## src/design/lmm_pkg.sv

```systemverilog
// ----------------------------------------------------------------------------
// lmm_pkg
// Shared types and constants of the four-neighbor local minimum marker.
// ----------------------------------------------------------------------------
package lmm_pkg;

    localparam int IDX_W      = 6;
    localparam int CFG_W      = 7;
    localparam int FIFO_DEPTH = 4;
    localparam int FIFO_PTR_W = 2;
    localparam int FIFO_CNT_W = 3;

    localparam logic [CFG_W-1:0] CFG_RESET = 7'd64;

    localparam logic REG_FRAME_HEIGHT = 1'b0;
    localparam logic REG_FRAME_WIDTH  = 1'b1;

    typedef struct packed {
        logic             is_minimum;
        logic [IDX_W-1:0] row_index;
        logic [IDX_W-1:0] col_index;
        logic             size_error;
        logic             frame_last;
    } result_t;

endpackage

```

## src/design/lmm_cell.sv

```systemverilog
// ----------------------------------------------------------------------------
// lmm_cell
// One cell of the two line delays: shifts from its neighbor or loads at the
// entry point set by the frame width.
// ----------------------------------------------------------------------------
module lmm_cell #(
    parameter int W = 16
) (
    input  logic         aclk,
    input  logic         shift_en,
    input  logic         load,
    input  logic [W-1:0] new_a,
    input  logic [W-1:0] new_b,
    input  logic [W-1:0] nbr_a,
    input  logic [W-1:0] nbr_b,
    output logic [W-1:0] a_q,
    output logic [W-1:0] b_q
);

    logic [W-1:0] a_reg, a_next;
    logic [W-1:0] b_reg, b_next;

    always_comb begin
        a_next = load ? new_a : nbr_a;
        b_next = load ? new_b : nbr_b;
    end

    always_ff @(posedge aclk) begin
        if (shift_en) begin
            a_reg <= a_next;
            b_reg <= b_next;
        end
    end

    assign a_q = a_reg;
    assign b_q = b_reg;

endmodule

```

## src/design/lmm_out_fifo.sv

```systemverilog
// ----------------------------------------------------------------------------
// lmm_out_fifo
// Result queue; takes up to two results per cycle, delivers one per beat.
// ----------------------------------------------------------------------------
module lmm_out_fifo (
    input  logic            aclk,
    input  logic            aresetn,
    input  logic [1:0]      push_cnt,
    input  lmm_pkg::result_t push_first,
    input  lmm_pkg::result_t push_second,
    output logic            room,
    output logic            m_valid,
    input  logic            m_ready,
    output lmm_pkg::result_t head
);
    import lmm_pkg::*;

    result_t                mem [0:FIFO_DEPTH-1];
    logic [FIFO_PTR_W-1:0]  wr_ptr_reg, wr_ptr_next;
    logic [FIFO_PTR_W-1:0]  rd_ptr_reg, rd_ptr_next;
    logic [FIFO_CNT_W-1:0]  count_reg, count_next;
    logic [FIFO_PTR_W-1:0]  wr_ptr_plus1;
    logic                   pop;

    assign m_valid      = (count_reg != '0);
    assign pop          = m_valid && m_ready;
    assign room         = (count_reg <= FIFO_CNT_W'(FIFO_DEPTH - 2));
    assign head         = mem[rd_ptr_reg];
    assign wr_ptr_plus1 = wr_ptr_reg + 1'b1;

    always_comb begin
        wr_ptr_next = wr_ptr_reg + FIFO_PTR_W'(push_cnt);
        rd_ptr_next = rd_ptr_reg + FIFO_PTR_W'(pop);
        count_next  = count_reg + FIFO_CNT_W'(push_cnt) - FIFO_CNT_W'(pop);
    end

    always_ff @(posedge aclk) begin
        if (push_cnt != 2'd0) begin
            mem[wr_ptr_reg] <= push_first;
        end
        if (push_cnt == 2'd2) begin
            mem[wr_ptr_plus1] <= push_second;
        end
    end

    always_ff @(posedge aclk) begin
        if (!aresetn) begin
            wr_ptr_reg <= '0;
            rd_ptr_reg <= '0;
            count_reg  <= '0;
        end else begin
            wr_ptr_reg <= wr_ptr_next;
            rd_ptr_reg <= rd_ptr_next;
            count_reg  <= count_next;
        end
    end

endmodule

```

## src/design/local_minimum_marker_4_neighbour.sv

```systemverilog
// Results are queued on their sample's beat and offered on m_* in order.
// Throughput: one sample per cycle while the result queue has room; on the last
// row each sample yields two results, so the 4-entry result queue holds input back.
// Reset (aresetn low, synchronous): row/column counters and result queue
// cleared, frame_height and frame_width back to 64. Line cells are not reset.
// ----------------------------------------------------------------------------
// local_minimum_marker_4_neighbour
// Marks interior points of a raster height map whose four neighbors are not
// smaller; two width-programmable line delays built from a chain of cells.
// ----------------------------------------------------------------------------
module local_minimum_marker_4_neighbour #(
    parameter int MAX_DIM     = 64,
    parameter int SAMPLE_BITS = 16
) (
    input  logic                                  aclk,
    input  logic                                  aresetn,
    // APB configuration
    input  logic                                  psel,
    input  logic                                  penable,
    input  logic                                  pwrite,
    input  logic [2:0]                            paddr,
    input  logic [31:0]                           pwdata,
    output logic [31:0]                           prdata,
    output logic                                  pready,
    // samples in; tdata: sample
    input  logic                                  s_tvalid,
    output logic                                  s_tready,
    input  logic [((SAMPLE_BITS+7)/8)*8-1:0]      s_tdata,
    // marks out; tdata: is_minimum, row_index, col_index (zero padded)
    output logic                                  m_tvalid,
    input  logic                                  m_tready,
    output logic [15:0]                           m_tdata,
    // tuser: size_error
    output logic [0:0]                            m_tuser,
    output logic                                  m_tlast
);
    import lmm_pkg::*;

    localparam int CW = $clog2(MAX_DIM);
    localparam int DW = $clog2(MAX_DIM + 1);

    function automatic logic [DW-1:0] eff_size(input logic [CFG_W-1:0] raw);
        int v;
        v = int'(raw);
        if (v == 0) v = 1;
        if (v > MAX_DIM) v = MAX_DIM;
        return DW'(v);
    endfunction

    // configuration
    logic [CFG_W-1:0] height_reg, width_reg;
    logic             cfg_wr;
    logic [DW-1:0]    h_eff, w_eff;

    assign pready = 1'b1;
    assign cfg_wr = psel && penable && pwrite && pready;
    assign prdata = {{(32-CFG_W){1'b0}}, (paddr[2] == REG_FRAME_WIDTH) ? width_reg : height_reg};
    assign h_eff  = eff_size(height_reg);
    assign w_eff  = eff_size(width_reg);

    always_ff @(posedge aclk) begin
        if (!aresetn) begin
            height_reg <= CFG_RESET;
            width_reg  <= CFG_RESET;
        end else if (cfg_wr) begin
            unique case (paddr[2])
                REG_FRAME_HEIGHT: height_reg <= pwdata[CFG_W-1:0];
                REG_FRAME_WIDTH:  width_reg  <= pwdata[CFG_W-1:0];
                default:          height_reg <= height_reg;
            endcase
        end
    end

    // counters
    logic [CW-1:0] row_reg, row_next, col_reg, col_next;
    logic          accept;
    logic          col_wrap, row_wrap;

    assign accept   = s_tvalid && s_tready;
    assign col_wrap = (int'(col_reg) + 1 >= int'(w_eff));
    assign row_wrap = (int'(row_reg) + 1 >= int'(h_eff));

    always_comb begin
        col_next = col_reg;
        row_next = row_reg;
        if (accept) begin
            if (col_wrap) begin
                col_next = '0;
                row_next = row_wrap ? '0 : CW'(int'(row_reg) + 1);
            end else begin
                col_next = CW'(int'(col_reg) + 1);
            end
        end
    end

    always_ff @(posedge aclk) begin
        if (!aresetn || cfg_wr) begin
            row_reg <= '0;
            col_reg <= '0;
        end else begin
            row_reg <= row_next;
            col_reg <= col_next;
        end
    end

    // line delays: cell 0 of line a is one row back, of line b two rows back
    logic [SAMPLE_BITS-1:0] x;
    logic [SAMPLE_BITS-1:0] a_chain [0:MAX_DIM];
    logic [SAMPLE_BITS-1:0] b_chain [0:MAX_DIM];
    logic [SAMPLE_BITS-1:0] left_reg;

    assign x                = s_tdata[SAMPLE_BITS-1:0];
    assign a_chain[MAX_DIM] = '0;
    assign b_chain[MAX_DIM] = '0;

    for (genvar k = 0; k < MAX_DIM; k++) begin : g_cell
        lmm_cell #(
            .W (SAMPLE_BITS)
        ) u_cell (
            .aclk     (aclk),
            .shift_en (accept),
            .load     (w_eff == DW'(k + 1)),
            .new_a    (x),
            .new_b    (a_chain[0]),
            .nbr_a    (a_chain[k+1]),
            .nbr_b    (b_chain[k+1]),
            .a_q      (a_chain[k]),
            .b_q      (b_chain[k])
        );
    end

    always_ff @(posedge aclk) begin
        if (accept) begin
            left_reg <= a_chain[0];
        end
    end

    // marks
    logic        size_err, interior, lower_nbr, has_above, has_own;
    logic [CW+IDX_W-1:0] row_above_x, row_own_x, col_x;
    result_t     above_res, own_res, first_res;
    logic [1:0]  push_cnt;
    result_t     head;

    assign size_err  = (int'(w_eff) < 3) && (int'(h_eff) < 3);
    assign interior  = (int'(row_reg) >= 2) && (col_reg != '0) && !col_wrap;
    assign lower_nbr = ($signed(b_chain[0]) < $signed(a_chain[0]))
                    || ($signed(x)          < $signed(a_chain[0]))
                    || ($signed(left_reg)   < $signed(a_chain[0]))
                    || ($signed(a_chain[1]) < $signed(a_chain[0]));
    assign has_above = (row_reg != '0);
    assign has_own   = row_wrap;

    assign row_above_x = {{IDX_W{1'b0}}, CW'(int'(row_reg) - 1)};
    assign row_own_x   = {{IDX_W{1'b0}}, row_reg};
    assign col_x       = {{IDX_W{1'b0}}, col_reg};

    always_comb begin
        above_res.is_minimum = interior && !size_err && !lower_nbr;
        above_res.row_index  = row_above_x[IDX_W-1:0];
        above_res.col_index  = col_x[IDX_W-1:0];
        above_res.size_error = size_err;
        above_res.frame_last = 1'b0;
        own_res.is_minimum   = 1'b0;
        own_res.row_index    = row_own_x[IDX_W-1:0];
        own_res.col_index    = col_x[IDX_W-1:0];
        own_res.size_error   = size_err;
        own_res.frame_last   = col_wrap;
        first_res            = has_above ? above_res : own_res;
        push_cnt             = accept ? (2'(has_above) + 2'(has_own)) : 2'd0;
    end

    lmm_out_fifo u_out_fifo (
        .aclk        (aclk),
        .aresetn     (aresetn),
        .push_cnt    (push_cnt),
        .push_first  (first_res),
        .push_second (own_res),
        .room        (s_tready),
        .m_valid     (m_tvalid),
        .m_ready     (m_tready),
        .head        (head)
    );

    assign m_tdata = {3'b000, head.col_index, head.row_index, head.is_minimum};
    assign m_tuser = head.size_error;
    assign m_tlast = head.frame_last;

`ifndef NO_ASSERTIONS
    a_result_follows: assert property (@(posedge aclk) disable iff (!aresetn)
        accept && (has_above || has_own) |=> m_tvalid)
        else $error("accepted sample produced no result");

    a_err_no_mark: assert property (@(posedge aclk) disable iff (!aresetn)
        m_tvalid && m_tuser[0] |-> !m_tdata[0])
        else $error("mark set under size error");

    a_last_no_mark: assert property (@(posedge aclk) disable iff (!aresetn)
        m_tvalid && m_tlast |-> !m_tdata[0])
        else $error("border point marked on frame end");

    a_cfg_restart: assert property (@(posedge aclk) disable iff (!aresetn)
        cfg_wr |=> (row_reg == '0) && (col_reg == '0))
        else $error("frame not restarted on register write");
`endif

endmodule

```

## config.mk

```make
export PLATFORM = sky130hd
export DESIGN_NAME = local_minimum_marker_4_neighbour
export DESIGN_NICKNAME = d
export VERILOG_FILES = /design/src/design/lmm_pkg.sv /design/src/design/lmm_cell.sv /design/src/design/lmm_out_fifo.sv /design/src/design/local_minimum_marker_4_neighbour.sv
export SDC_FILE = /design/constraint.sdc
export NUM_CORES = 2
export LEC_CHECK = 0
export ABC_AREA = 1
export BUFFER_PORTS_ARGS = -buffer_cell sky130_fd_sc_hd__buf_2
export CAP_MARGIN = 0
export CORE_MARGIN = 3
export CORE_UTILIZATION = 32
export DETAILED_ROUTE_END_ITERATION = 16
export GPL_TIMING_DRIVEN = 0
export RECOVER_POWER = 25
export REMOVE_ABC_BUFFERS = 1
export SYNTH_ARGS = -nofsm -noshare
export SYNTH_HDL_FRONTEND = slang
export SYNTH_SLANG_ARGS = --single-unit
```

## constraint.sdc

```tcl
create_clock -name aclk -period 53.6 [get_ports aclk]
set_clock_uncertainty 0.1 [all_clocks]
set_input_delay 2.68 -clock aclk [delete_from_list [all_inputs] [get_ports aclk]]
set_output_delay 2.68 -clock aclk [all_outputs]
set_load 0.02 [all_outputs]
```

# ---- Word-level counts from Yosys, hierarchy flattened
# Memory sizes are Yosys's and may differ from the RTL's. A register that Yosys moved wholly into a read port is not among the register bits.
# Cells that the tools add are included.
# W data, S select, Z words.
dict set report word_totals {
  regBits 2097
  ram_bits 60
  input_bits 58
  out_inout_bits 53
  elab_cells 390
  n_memories 1
}
dict set report op_classes {
  addsub 9
  magnitude_cmp 12
  n_eq_ne 65
  mux 140
  bitwise 1
  n_reduce_logical 26
}
# memory depth word_bits rd rd_ports_with_merged_regs write_ports line
set memory_table {}
lappend memory_table {u_out_fifo.mem 4 15 1 1 2 lmm_out_fifo.sv:18} ;# result_t mem [0:FIFO_DEPTH-1];
# operator n
set ops {}
lappend ops {{$mux W16} 126}
lappend ops {{$eq A7 B6 Y1 const B} 32}
lappend ops {{$eq A7 B5 Y1 const B} 16}
lappend ops {{$ge A32 B8 Y1} 2}
lappend ops {{$lt A16 B16 Y1} 4}
lappend ops {{$eq A7 B4 Y1 const B} 8}
lappend ops {{$mux W7} 5}
lappend ops {{$gt A32 B8 Y1 const B} 1}
lappend ops {{$eq A7 B3 Y1 const B} 4}
lappend ops {{$mux W15} 1}
lappend ops {{$add A6 B1 Y7 const B} 2}
lappend ops {{$eq A7 B2 Y1 const B} 2}
lappend ops {{$logic_not A7 Y1} 2}
lappend ops {{$lt A7 B2 Y1 const B} 2}
lappend ops {{$mux W6} 2}
lappend ops {{$reduce_bool A6 Y1} 2}
lappend ops {{$logic_and A1 B1 Y1} 9}
lappend ops {{$eq A7 B1 Y1 const B} 1}
lappend ops {{$eq A7 B7 Y1 const B} 1}
lappend ops {{$gt A7 B7 Y1 const B} 1}
lappend ops {{$ge A6 B2 Y1 const B} 1}
lappend ops {{$reduce_and A2 Y1} 3}
lappend ops {{$sub A6 B1 Y6 const B} 1}
lappend ops {{$logic_not A1 Y1} 4}
lappend ops {{14 further kinds} 21}

# ---- Longest topological paths before layout
dict set report logic_depth {
  ltp_word 10
  ltp_mapped 19
}

# ---- Hierarchy
# From an unflattened synthesis, not the netlist that was laid out.
dict set report unflattened {
  cells_unflattened 9707
  hier_area_um2 100816.7
}
# mod n_inst cells_each area_each_um2 seq_area_each_um2
set modules_own_cells {}
lappend modules_own_cells {lmm_cell 64 136 1452.6 960.9}
lappend modules_own_cells {local_minimum_marker_4_neighbour 1 654 4436.8 1001.0}
lappend modules_own_cells {lmm_out_fifo 1 349 3410.8 1941.9}

# ---- Worst setup path after synthesis
# No wires, ideal clock.
dict set report synth_path {
  path_type {input to register}
  startpoint {input port s_tvalid}
  endpoint {register row_reg[1]}
  setup_ns 0.094
  t_arrival_ns 49.866
  path_slack_ns 3.539
  cell_stages 6
  cell_sequence {nand2_1 -> inv_1 -> nand2_1 -> nor2_1 -> nand3_1 -> o21ai_0}
}
dict set report synth_via {
  elab_chain_len 2
}
# item line
set synth_rtl {}
lappend synth_rtl {{start, declared} local_minimum_marker_4_neighbour.sv:26} ;# input logic s_tvalid,
lappend synth_rtl {{$logic_and A1 B1 Y1} local_minimum_marker_4_neighbour.sv:79} ;# assign accept = s_tvalid && s_tready;
lappend synth_rtl {{net accept} local_minimum_marker_4_neighbour.sv:76} ;# logic accept;
lappend synth_rtl {{$reduce_and A2 Y1 (no line)} --}
lappend synth_rtl {{end signal, assigned} local_minimum_marker_4_neighbour.sv:101} ;# row_reg <= row_next;
lappend synth_rtl {{end, declared} local_minimum_marker_4_neighbour.sv:75} ;# logic [CW-1:0] row_reg, row_next, col_reg, col_next;
# The timed path passes the listed nets, and every way through them passes these cells.
# A chain may end at the register's enable or synchronous reset.

# ---- Worst setup path in the final report
dict set report layout_path {
  startpoint {input port s_tvalid}
  endpoint {register g_cell[52].u_cell.a_reg[13], enable pin}
}
dict set report layout_via {
  elab_chain_len 1
}
# item line
set layout_rtl {}
lappend layout_rtl {{$logic_and A1 B1 Y1} local_minimum_marker_4_neighbour.sv:79}
lappend layout_rtl {{net accept} local_minimum_marker_4_neighbour.sv:76}
lappend layout_rtl {{end signal, assigned} lmm_cell.sv:30} ;# a_reg <= a_next;
lappend layout_rtl {{end, declared} lmm_cell.sv:20} ;# logic [W-1:0] a_reg, a_next;
# The timed path passes the listed nets, and every way through them passes these cells.

==> reports/results.tsv <==
metric	value	unit
initial drt markers	5627	
most frequent cells in the layout	edfxtp_1, nand2_1, o21ai_0	
Post-CTS Setup Bufs	0	
Total Nets Final	7614	
DRT Pass-1 Iters	6	
relative slew slack	-1.71	
Hold Path Class	flip-flop to flip-flop	
Slew Viols, Final	1375	
maxcap violations	30	
cts-stage hold buffer count	0	
Root Driver	clkbuf_16	
adder and majority gate portion of the synthesized area	0.0123	
Compound-Gate Fraction of Synth Area	0.123	
crit path kind	input port to flip-flop	
Setup TNS	0	ps
Routed WL per cell	17.1	um
Die Ht	534	um
FF+latch count, synth	2157	
status	finished with violations	
Final Critical Period	8840	ps
area grow syn2layout	12.0	%
DIE AREA	285000	um^2
failing checks	max-capacitance violations, max-slew violations	
Clock Latency Late Sink	860	ps
Synth Area in Simple Gates	0.107	
EDFF count, synth	2120	
Worst-Margin Slew	4050	ps
clk sink count	2157	
post-route ant nets	0	
post-route cell area	99900	um^2
top post-synthesis cells by area	edfxtp_1, o21ai_0, nand2_1	
Final Setup Violations	0	
Most used DFF post-synth	edfxtp_1	
GR Overflow Total	0	
Rows	193	
filler cell count	26794	
main combinational cell family by area after synthesis	compound AO/OA/AOI/OAI gates	
vias	56392	
post-synthesis xor/xnor area fraction	0.000982	
GP Congestion	0.861	
top-area cell type share of the netlist area	0.713	
global-route wire length before repair	306	mm
initial antenna violation count	7	
Placement Cell Area	94200	um^2
post-DR vias/cell	4.98	
Die Wd	534	um
gr usage total	0.131	
Arr. time, crit path	9180	ps
Core ar.	277000	um^2
WHS	365	ps
H-tree depth	4	
vias in the first global route	53894	
commonest non-fill, non-tap cell in the layout	edfxtp_1	
CTS Buffer Depth	4	
clock slew at reported path FFs	60	ps
CTS tree	done	
CP startpoint kind	input port	
Leak	37.6	nW
Worst EP required	53950	ps
I/O Pins	111	
Mapped Cells	7689	
Routed WL	194	mm
FFs w/ async S/R, synth	0	
crit end category	flip-flop	
Pwr Density	46.4	nW/um^2
Synth area leader	edfxtp_1	
unrepaired setup endpoints after global routing	no	
synth warn	0	
Num CTS Buffers	216	
CP Max Fanout	125	
multiplexer area fraction after synthesis	0	
Max VDD drop	31.0	uV
fin crit share	0.165	
Avg Cell Area, Syn	11.6	um^2
DRC	0	
pin count of the biggest net entering global routing	139	
Synth cell types	37	
Final HPWL DP	119	mm
Max Clock Freq	113	MHz
Final Hold Violating Endpoints	0	
layout cells sized above 1	0.0597	
post-cts resize count	0	
register area share after synthesis	0.722	
area of the mapped netlist	89200	um^2
port buffer count	54	
Initial Util	0.322	
[power breakdown]
group,switching [mW],internal [mW]
logic,0.490,0.199
clock network,0.627,0.798
registers,0.104,2.41
[worst max-delay path, stage by stage]
cell and delay [ps]:
buf_2 90, nand2_1 360, clkinvlp_2 3150, buf_16 1180, buf_16 370, buf_16 300
buf_16 270, buf_16 320
[cells by family (layout without fill, tap and decap cells)]
kind of cell | Yosys count | after routing
AO/OA/AOI/OAI | 2177 | 2177
XOR/XNOR | 10 | 10
adder cells (fa/ha/maj) | 87 | 87
buffers and inverters | 782 | 691
flip-flops | 2157 | 2157
other | 2 | 31
AND/OR/NAND/NOR | 2474 | 2474
[area by class of cell]
class | instances | area [um^2] | share of cell area
timing repair buffer | 158 | 1990 | 0.0199
antenna | 2 | 5.00 | 0.0000501
clock buffer | 265 | 5620 | 0.0562
tap | 3705 | 4640 | 0.0464
sequential | 2157 | 64400 | 0.644
inverter | 159 | 639 | 0.00640
multi-input combinational | 4777 | 21800 | 0.218
clock inverter | 109 | 862 | 0.00863
[Yosys cell counts (2+ instances only)]
cell type / instances
a21oi_1: 204
a31oi_1: 4
buf_2: 38
buf_4: 30
clkbuf_1: 555
clkinv_1: 33
conb_1: 2
dfxtp_1: 37
edfxtp_1: 2120
ha_1: 86
inv_1: 122
inv_2: 3
nand2_1: 2084
nand2_2: 11
nand3_1: 42
nand3_2: 10
nand4_1: 9
nor2_1: 289
nor2_2: 14
nor3_1: 8
nor3_4: 4
o21a_1: 3
o21ai_0: 1797
o21ai_1: 125
o22ai_1: 39
xor2_1: 9
[metal layers]
metal  track usage  wire length, um
met4        0.0283             3670
met3        0.0249            13700
met1         0.191            90300
met2         0.204            86100
met5             0               23
[path summary, 6_finish.rpt]
path | to | start | slack [ps] | cells past startpoint
max | g_cell[52].u_cell.a_q[13]$_DFFE_PP_ | s_tvalid | 44760 | 8
min | u_out_fifo.mem[0][14]$_SDFFE_PP0P_ | u_out_fifo.mem[0][14]$_SDFFE_PP0P_ | 360 | 2
max reg2reg | g_cell[52].u_cell.a_q[13]$_DFFE_PP_ | u_out_fifo.count_reg[2]$_SDFF_PN0_ | 46240 | 8
min reg2reg | u_out_fifo.mem[0][14]$_SDFFE_PP0P_ | u_out_fifo.mem[0][14]$_SDFFE_PP0P_ | 360 | 2
[per-stage QoR]
stage               power, mW  utilization  instances  worst slack, ps
floorplan                3.85            -       7093             3540
global placement         4.39        0.331      10852           -14620
detailed placement       3.24        0.340      10953            46670
CTS                      4.68        0.363      11327            47270
global route             4.86        0.361      11331            44130
finish                   4.63        0.361      11332            44760
(Power assumes the default switching activity.)
